**src/rspt_pkg.sv**
```systemverilog
// ----------------------------------------------------------------------------
// rspt_pkg: shared types and constants of the range sum tree
// Tree geometry, action codes and the command/status words between the
// controller and the datapath.
// ----------------------------------------------------------------------------
`default_nettype none

package rspt_pkg;

	// tree geometry
	localparam int ELEMENTS = 1024;
	localparam int NODE_W   = $clog2(2 * ELEMENTS);
	localparam int PTR_W    = NODE_W + 1;

	// fixed field widths
	localparam int ACT_W  = 2;
	localparam int IDX_W  = 10;
	localparam int DATA_W = 32;
	localparam int SIZE_W = 11;
	localparam int LIM_W  = (PTR_W > SIZE_W) ? PTR_W : SIZE_W;

	localparam logic [SIZE_W-1:0] SIZE_RESET = SIZE_W'(1024);

	typedef enum logic [ACT_W-1:0] {
		ACT_LOAD     = 2'd0,
		ACT_WITHDRAW = 2'd1,
		ACT_DEPOSIT  = 2'd2,
		ACT_RANGE    = 2'd3
	} act_t;

	typedef enum logic [3:0] {
		OP_NONE,
		OP_CLEAR,
		OP_ACCEPT,
		OP_LEAF_RD,
		OP_LEAF_WR,
		OP_SIB_RD,
		OP_PARENT_WR,
		OP_RS_INIT,
		OP_L_RD,
		OP_ACC,
		OP_R_RD,
		OP_SHIFT,
		OP_ACC_SHIFT,
		OP_OUT_LOAD
	} dp_op_t;

	typedef struct packed {
		dp_op_t op;
	} dp_cmd_t;

	typedef struct packed {
		logic bad;
		act_t act;
		logic at_root;
		logic l_lt_r;
		logic l_odd;
		logic r_odd;
		logic clr_last;
		logic out_busy;
	} dp_stat_t;

endpackage

`default_nettype wire

```
**src/rspt_ctrl.sv**
```systemverilog
// ----------------------------------------------------------------------------
// rspt_ctrl: sequencer of the range sum tree
// Steps the datapath through the clearing sweep, the leaf-to-root update
// walk and the two-pointer range walk.
// ----------------------------------------------------------------------------
`default_nettype none

module rspt_ctrl (
	input  wire logic               clk,
	input  wire logic               arst_n,
	input  wire logic               item_valid,
	output logic                    item_ready,
	input  wire rspt_pkg::dp_stat_t stat,
	output rspt_pkg::dp_cmd_t       cmd
);
	import rspt_pkg::*;

	typedef enum logic [10:0] {
		ST_CLEAR   = 11'b000_0000_0001,
		ST_IDLE    = 11'b000_0000_0010,
		ST_CHECK   = 11'b000_0000_0100,
		ST_LEAF_WR = 11'b000_0000_1000,
		ST_UP_RD   = 11'b000_0001_0000,
		ST_UP_WR   = 11'b000_0010_0000,
		ST_RS_L    = 11'b000_0100_0000,
		ST_RS_LA   = 11'b000_1000_0000,
		ST_RS_R    = 11'b001_0000_0000,
		ST_RS_RA   = 11'b010_0000_0000,
		ST_RESULT  = 11'b100_0000_0000
	} state_t;

	state_t state_q;
	state_t state_d;

	// next state and datapath command
	always_comb begin
		state_d    = state_q;
		cmd.op     = OP_NONE;
		item_ready = 1'b0;
		unique case (state_q)
			ST_CLEAR: begin
				cmd.op = OP_CLEAR;
				if (stat.clr_last)
					state_d = ST_IDLE;
			end
			ST_IDLE: begin
				item_ready = 1'b1;
				if (item_valid) begin
					cmd.op  = OP_ACCEPT;
					state_d = ST_CHECK;
				end
			end
			ST_CHECK: begin
				priority if (stat.bad) begin
					state_d = ST_RESULT;
				end else if (stat.act == ACT_RANGE) begin
					cmd.op  = OP_RS_INIT;
					state_d = ST_RS_L;
				end else begin
					cmd.op  = OP_LEAF_RD;
					state_d = ST_LEAF_WR;
				end
			end
			ST_LEAF_WR: begin
				cmd.op  = OP_LEAF_WR;
				state_d = ST_UP_RD;
			end
			ST_UP_RD: begin
				priority if (stat.at_root) begin
					state_d = (stat.act == ACT_WITHDRAW) ? ST_RESULT : ST_IDLE;
				end else begin
					cmd.op  = OP_SIB_RD;
					state_d = ST_UP_WR;
				end
			end
			ST_UP_WR: begin
				cmd.op  = OP_PARENT_WR;
				state_d = ST_UP_RD;
			end
			ST_RS_L: begin
				priority if (!stat.l_lt_r) begin
					state_d = ST_RESULT;
				end else if (stat.l_odd) begin
					cmd.op  = OP_L_RD;
					state_d = ST_RS_LA;
				end else begin
					state_d = ST_RS_R;
				end
			end
			ST_RS_LA: begin
				cmd.op  = OP_ACC;
				state_d = ST_RS_R;
			end
			ST_RS_R: begin
				if (stat.r_odd) begin
					cmd.op  = OP_R_RD;
					state_d = ST_RS_RA;
				end else begin
					cmd.op  = OP_SHIFT;
					state_d = ST_RS_L;
				end
			end
			ST_RS_RA: begin
				cmd.op  = OP_ACC_SHIFT;
				state_d = ST_RS_L;
			end
			ST_RESULT: begin
				if (!stat.out_busy) begin
					cmd.op  = OP_OUT_LOAD;
					state_d = ST_IDLE;
				end
			end
			default: state_d = ST_IDLE;
		endcase
	end

	// state register, sweep runs first after reset
	always_ff @(posedge clk or negedge arst_n) begin
		if (!arst_n)
			state_q <= ST_CLEAR;
		else
			state_q <= state_d;
	end

endmodule

`default_nettype wire

```
**config.mk**
```make
export PLATFORM = sky130hd
export DESIGN_NAME = rspt_ctrl
export DESIGN_NICKNAME = d
export VERILOG_FILES = /design/src/rspt_pkg.sv /design/src/rspt_ctrl.sv
export SDC_FILE = /design/constraint.sdc
export NUM_CORES = 1
export LEC_CHECK = 0
export BUFFER_PORTS_ARGS = -buffer_cell sky130_fd_sc_hd__buf_2
export CORE_UTILIZATION = 54
export CTS_CLUSTER_DIAMETER = 100
export DETAILED_ROUTE_END_ITERATION = 7
export MAX_ROUTING_LAYER = met4
export PLACE_DENSITY = 0.84
export SLEW_MARGIN = 15
export SYNTH_ARGS = -nofsm -noshare
export SYNTH_HDL_FRONTEND = slang
export SYNTH_SLANG_ARGS = --single-unit
```
**constraint.sdc**
```tcl
create_clock -name clk -period 2.9 [get_ports clk]
set_clock_uncertainty 0.1 [all_clocks]
set_input_delay 0.145 -clock clk [delete_from_list [all_inputs] [get_ports clk]]
set_output_delay 0.145 -clock clk [all_outputs]
set_load 0.02 [all_outputs]
```
==> results of run 1 <==
through the flow:
| step | std cells | hold slack (ns) | power (mW) | util | setup slack (ns) |
|---|---|---|---|---|---|
| 4_1_cts | 115 | 0.00243 | 0.538 | 0.773 | 0.455 |
| 3_3_place_gp | 105 | -0.0740 | 0.421 | 0.698 | 0.777 |
| 3_5_place_dp | 105 | -0.0723 | 0.426 | 0.698 | 0.752 |
| 5_1_grt | 115 | 0.0152 | 0.577 | 0.773 | 0.253 |
| 6_report | 115 | -0.00364 | 0.542 | 0.773 | 0.357 |
| 2_1_floorplan | 75 | -0.251 | 0.366 | - | 0.982 |
cell families (layout without fill, tap and decap cells):
| kind of cell | count (synthesis) | in the layout | synth area share |
|---|---|---|---|
| flip-flops | 11 | 11 | 0.390 |
| XOR/XNOR | 2 | 2 | 0.0247 |
| AND/OR/NAND/NOR | 44 | 44 | 0.452 |
| buffers and inverters | 7 | 33 | 0.0370 |
| AO/OA/AOI/OAI | 11 | 11 | 0.0970 |
synth_stat cells, types with 2 or more instances:
library cell  instances
nand2_1               5
or3_2                 2
or3_1                 2
xnor2_1               2
inv_1                 7
or4_1                 2
nor2_1                7
nor4b_1               5
o31ai_1               2
nand3_1               4
nor4_4                2
a21oi_1               3
dfrtp_1              10
o21ai_0               4
nor3_1                2
cell type report:
class                   instances  area (µm²)  share of cell area
clock buffers                   4        26.3              0.0294
inverters                       7        26.3              0.0294
multi-input cells              57         407               0.455
flip-flops and latches         11         277               0.310
well taps                      14        17.5              0.0196
repair buffers                 22         140               0.157
worst max-delay path, stage by stage (launching register included):
cell	delay, ns
dfrtp_1	0.44
nor3_1	0.46
nand2_1	0.25
or3_4	0.44
nor2_1	0.16
or4_1	0.13
buf_2	0.15
path summary, 6_finish.rpt:
| check | startpoint | slack [ns] | cells after the start | endpoint |
|---|---|---|---|---|
| worst max-delay path | state_q[9]$_DFFE_PN0P_ | 0.36 | 6 | cmd[2] |
| worst min-delay path | stat[3] | -0.004 | 2 | state_q[8]$_DFFE_PN0P_ |
| worst max register to register | state_q[9]$_DFFE_PN0P_ | 0.49 | 5 | state_q[3]$_DFFE_PN0P_ |
| worst min register to register | state_q[0]$_DFFE_PN1P_ | 0.50 | 2 | state_q[0]$_DFFE_PN1P_ |
| max in group asynchronous | arst_n | 2.27 | 2 | state_q[0]$_DFFE_PN1P_ |
| min in group asynchronous | arst_n | 0.16 | 2 | state_q[6]$_DFFE_PN0P_ |
placed cells by master, fill, tap and decap left out, types with 2 or more instances in the layout:
cell / count
nand3_1: 4
xnor2_1: 2
or3_2: 2
dfrtp_1: 10
or4_1: 2
o21ai_0: 4
o31ai_1: 2
nor4b_1: 5
clkbuf_4: 3
inv_1: 7
dlygate4sd3_1: 6
a21oi_1: 3
buf_2: 16
nor2_1: 7
nor4_4: 2
nor3_1: 2
or3_1: 2
nand2_1: 5
report_power, final:
group	internal [mW]	total, mW	switching [mW]
Sequential	0.172	0.206	0.0338
Clock	0.0533	0.107	0.0534
Combinational	0.106	0.229	0.123
Total	0.331	0.542	0.210
metal layers:
layer / up-vias / share of wire / global-route usage / wire length (µm)
met2: 38 / 0.47 / 0.492 / 832
met1: 310 / 0.42 / 0.364 / 739
met4: 0 / 0.028 / 0.143 / 49
li1: 337 / - / - / -
met5: - / 0 / - / 0
met3: 15 / 0.081 / 0.0581 / 142
==> metrics.md, run 1 <==
| Metric | Value |
|---|---|
| I/O pins | 17 |
| DIE AREA | 1460 µm² |
| Pins Over Slew Limit | 0 |
| Mapped Avg Cell Area | 9.46 µm² |
| Number of flip-flops in the largest register | 11 |
| Die Y | 38.2 µm |
| Seq/Total Area, Yosys | 0.390 |
| Power per cell area | 606 nW/µm² |
| CP Class | reg2out |
| Largest area contributor in the netlist | dfrtp_1 |
| CTS buffer count | 3 |
| WL/cell | 15.3 µm |
| FILL cells | 78 |
| Starting Density | 0.614 |
| Placement Cell Area | 807 µm² |
| Worst-skew pair later-pin latency | 0.27 ns |
| Syn. warnings | 0 |
| Yosys reg bits | 11 |
| Via count | 700 |
| Post-CTS resize count | 0 |
| Synth async-reset ratio | 1.00 |
| Main synth FF type | dfrtp_1 |
| Post-synthesis cell type count | 31 |
| Hold crit path type | in2reg |
| Unrepaired setup endpoints after global routing | false |
| CP endpoint kind | primary output |
| Initial antenna violation count | 0 |
| Fmax | 393 MHz |
| Post-Syn Area | 709 µm² |
| CP required | 2.65 ns |
| Placer Congestion | 0.901 |
| Post CTS Setup Buffer Count | 0 |
| Leakage | 0.445 nW |
| First-pass GRT wire length | 2850 µm |
| Synth-to-layout area growth | 25.9% |
| Ant. Diodes | 0 |
| Nets | 114 |
| Final period util | 0.877 |
| Row Count | 12 |
| CTS Sinks | 11 |
| Clock root cell | clkbuf_4 |
| Iteration-0 DRC Markers | 17 |
| DRT Pass-1 Iters | 6 |
| Synthesized net count | 87 |
| Routed vias/inst | 6.09 |
| Number of port buffers | 16 |
| CTS H-tree depth | 1 |
| Slew of the pin with the lowest slew margin | 0.485 ns |
| Hold Slack | -0.00364 ns |
| Fin Setup TNS | 0 ns |
| Pin count of the biggest net entering global routing | 12 |
| Worst-path clk slew | 0.07 ns |
| Share of cells above drive strength 1 | 0.317 |
| GRT Total Usage | 0.304 |
| CP Launch Type | flop |
| Final instance area | 893 µm² |
| Post-CTS Hold Fix Bufs | 6 |
| Max-Cap Viols | 0 |
| Post-DP HPWL | 1280 µm |
| Synth Instances | 75 |
| Final routed DRC violation total | 0 |
| VDD IR max | 0.399 mV |
| Share of the synthesized area in the top cell type | 0.353 |
| Placeable core area | 1160 µm² |
| CTS tree | yes |
| Final wirelength | 1760 µm |
| Status | finished with violations |
| Failing checks | hold timing |
| Die Span X | 38.2 µm |
| Endpoints failing setup | 0 |
| Post-DRT Antenna Nets | 0 |
| Biggest registers after layout | state_q (11) |
| Arrival time worst endpoint | 2.30 ns |
| Min Tclk post-route | 2.54 ns |
| Total gr overflow | 0 |
| Post-synth EDFFs | 0 |
| CTS Buffer Depth | 2 |
| Final Hold Vio Count | 1 |
| Slew margin rel. | 0.674 |
| Synth top area cells | dfrtp_1 (35%), nor4b_1 (6.2%), nor4_4 (6.0%), dfstp_2 (3.7%), inv_1 (3.7%) |
| Vias in the first global route | 640 |
| Largest Register | state_q |
| Critical path peak fanout | 6 |
Power figures use the tool's default switching activity.
==> inputs of run 2 (changes only) <==
CORE_UTILIZATION = 45   (was 54)
PLACE_DENSITY = 0.73   (was 0.84)
==> run 2 against run 1 <==
- the flow now finishes without violations
- sequential power barely moved
- non-clock buffer count unchanged
- die area grew 19%
- register-to-register slack hardly changed
- worst hold slack gained 0.0048 ns
- cell count increased by 0.87%
- sequential share of layout area about the same
- first-iteration DRC count shrank 5.9%
- combinational power is essentially flat
- clock power about the same
- global-route usage down 8.8 points
- via count is 0.14% higher
- highest routed layer unchanged
==> metrics.md, run 2 (synthesis results as in run 1) <==
| Metric | Value |
|---|---|
| Status | finished, final reports clean |
| Slowest stage delay, CP | 0.45 ns (about the same) |
| Clock root cell | clkbuf_4 |
| Largest Register | state_q |
| Arrival time worst endpoint | 2.23 ns (-0.07 ns) |
| FILL cells | 116 (+49%) |
| WP buf/inv | 1 (unchanged) |
| Final Hold Vio Count | 0 (-1) |
| CP max stage cell | nor3_1 |
| Number of flip-flops in the largest register | 11 (unchanged) |
| Power per cell area | 605 nW/µm² (-0.19%) |
| Endpoints failing setup | 0 (unchanged) |
| Commonest non-fill, non-tap cell in the layout | buf_2 |
| Layout Cells excl Fill | 116 (+0.87%) |
| Post-DRT Antenna Nets | 0 (unchanged) |
| Worst-path clk slew | 0.07 ns (about the same) |
| Starting Density | 0.513 (-0.101) |
| Met3 Use GR | 0.0261 (-0.0321) |
| Leakage | 0.445 nW (unchanged) |
| Vias in the first global route | 640 (unchanged) |
| Placement Cell Area | 808 µm² (+0.16%) |
| Unrepaired setup endpoints after global routing | false |
| Placeable core area | 1380 µm² (+20%) |
| Commonest cells after routing, fill and taps aside | buf_2 (16), dfrtp_1 (10), nor2_1 (7), inv_1 (7), dlygate4sd3_1 (6) |
| Area of the multi-input gates | 407 µm² (unchanged) |
| Final instance area | 895 µm² (+0.14%) |
| Max-Cap Viols | 0 (unchanged) |
| Met1 GRT Util | 0.299 (-0.0651) |
| Fmax | 404 MHz (+2.6%) |
| CP required | 2.65 ns (about the same) |
| Via count | 701 (+0.14%) |
| Grt peak-use layer | met2 |
| First-pass GRT wire length | 2800 µm (-1.7%) |
| Post CTS Setup Buffer Count | 0 (unchanged) |
| Sequential Area | 277 µm² (unchanged) |
| CTS H-tree depth | 1 (unchanged) |
| I/O pins | 17 (unchanged) |
| Met2 Track Usage GR | 0.334 (-0.157) |
| DRT Pass-1 Iters | 4 (-2) |
| Die Span X | 41.7 µm (+9.0%) |
| DIE AREA | 1740 µm² (+19%) |
| CTS buffer count | 3 (unchanged) |
| Iteration-0 DRC Markers | 16 (-1) |
| CTS Buffer Depth | 2 (unchanged) |
| Row Count | 13 (+1) |
| VDD IR max | 0.302 mV (-24%) |
| Fin Setup TNS | 0 ns (unchanged) |
| CTS tree | yes |
| Share of cells above drive strength 1 | 0.317 (unchanged) |
| Nets | 114 (unchanged) |
| Synth-to-layout area growth | 26.1% |
| Routed vias/inst | 6.04 (-0.72%) |
| Biggest registers after layout | state_q (11) |
| CTS Sinks | 11 (unchanged) |
| CP Cell Sequence | nor3_1 > nand2_1 > or3_4 > nor2_1 > or4_1 > buf_2 |
| Slew of the pin with the lowest slew margin | 0.481 ns (-0.00441 ns) |
| Top Family by Delay on Critical Path | simple AND/OR/NAND/NOR gates |
| Die Y | 41.7 µm (+9.0%) |
| Final period util | 0.854 (-0.0225) |
| Number of port buffers | 16 (unchanged) |
| Min Tclk post-route | 2.48 ns (-0.0653 ns) |
| CP Launch Type | flop |
| Placer Congestion | 0.931 (+3.4%) |
| Pins Over Slew Limit | 0 (unchanged) |
| Ant. Diodes | 0 (unchanged) |
| Total gr overflow | 0 (unchanged) |
| Worst-skew pair later-pin latency | 0.27 ns (about the same) |
| GRT Total Usage | 0.216 (-0.0884) |
| Pin count of the biggest net entering global routing | 12 (unchanged) |
| Initial antenna violation count | 0 (unchanged) |
| Final routed DRC violation total | 0 (unchanged) |
| Post-layout util | 0.647 (-0.126) |
| CP Class | reg2out |
| # placed instances | 106 (+0.95%) |
| Final wirelength | 1740 µm (-1.5%) |
| CP endpoint kind | primary output |
| Slew margin rel. | 0.677 (+0.00296) |
| Critical path peak fanout | 6 (unchanged) |
| Post-DP HPWL | 1310 µm (+2.8%) |
| Hold crit path type | in2reg |
| Post-CTS resize count | 0 (unchanged) |
| WL/cell | 15.0 µm (-2.3%) |
## run 2: cell counts in the layout (fill, tap and decap cells not counted)
Identical to the previous run, type by type.
## run 2: stage by stage
| stage | hold slack [ns] | setup WS [ns] | total power [mW] |
|---|---|---|---|
| 2_1_floorplan | -0.251 | 0.982 | 0.366 |
| 3_3_place_gp | -0.0696 | 0.809 | 0.422 |
| 3_5_place_dp | -0.0678 | 0.786 | 0.424 |
| 4_1_cts | 0.00197 | 0.477 | 0.537 |
| 5_1_grt | 0.0129 | 0.315 | 0.569 |
| 6_report | 0.00120 | 0.423 | 0.541 |
## run 2: worst reg2reg max path, stage by stage (launching register included)
cell and delay [ns]:
dfrtp_1 0.43, nor3_1 0.45, nand2_1 0.24, or3_4 0.44
a21oi_1 0.13, dlygate4sd3_1 0.56
## run 2: cell type report
| cell class | count | area share |
|---|---|---|
| Sequential cell | 11 | 0.309 |
| Multi-Input combinational cell | 57 | 0.455 |
| Inverter | 7 | 0.0294 |
| Clock buffer | 4 | 0.0294 |
| Tap cell | 15 | 0.0210 |
| Timing Repair Buffer | 22 | 0.157 |
## run 2: final timing paths
check / startpoint / endpoint / slack (ns) / cells after the start
worst min-delay path: stat[3] / state_q[8]$_DFFE_PN0P_ / 0.001 / 2
min in group asynchronous: arst_n / state_q[4]$_DFFE_PN0P_ / 0.16 / 2
worst min register to register: state_q[0]$_DFFE_PN1P_ / state_q[0]$_DFFE_PN1P_ / 0.52 / 2
max in group asynchronous: arst_n / state_q[0]$_DFFE_PN1P_ / 2.27 / 2
worst max-delay path: state_q[9]$_DFFE_PN0P_ / cmd[2] / 0.42 / 6
worst max register to register: state_q[9]$_DFFE_PN0P_ / state_q[3]$_DFFE_PN0P_ / 0.49 / 5
## run 2: what timing repair did
| item | 4_1_cts | 5_1_grt |
|---|---|---|
| endpoints found under the hold margin | 14 | 1 |
| endpoints found under the setup margin | 0 | 0 |
| hold buffers | 5 | 1 |
## run 2: routing by layer
layer | up-vias | wire, µm
li1 | 333 | -
met1 | 333 | 813
met2 | 33 | 786
met3 | 2 | 124
met4 | 0 | 12
met5 | - | 0
## run 2: power breakdown
part / internal [mW] / switching, mW / leakage (nW)
sequential: 0.172 / 0.0336 / 0.146
combinational: 0.106 / 0.123 / 0.284
clock: 0.0532 / 0.0538 / 0.0150
total: 0.331 / 0.210 / 0.445
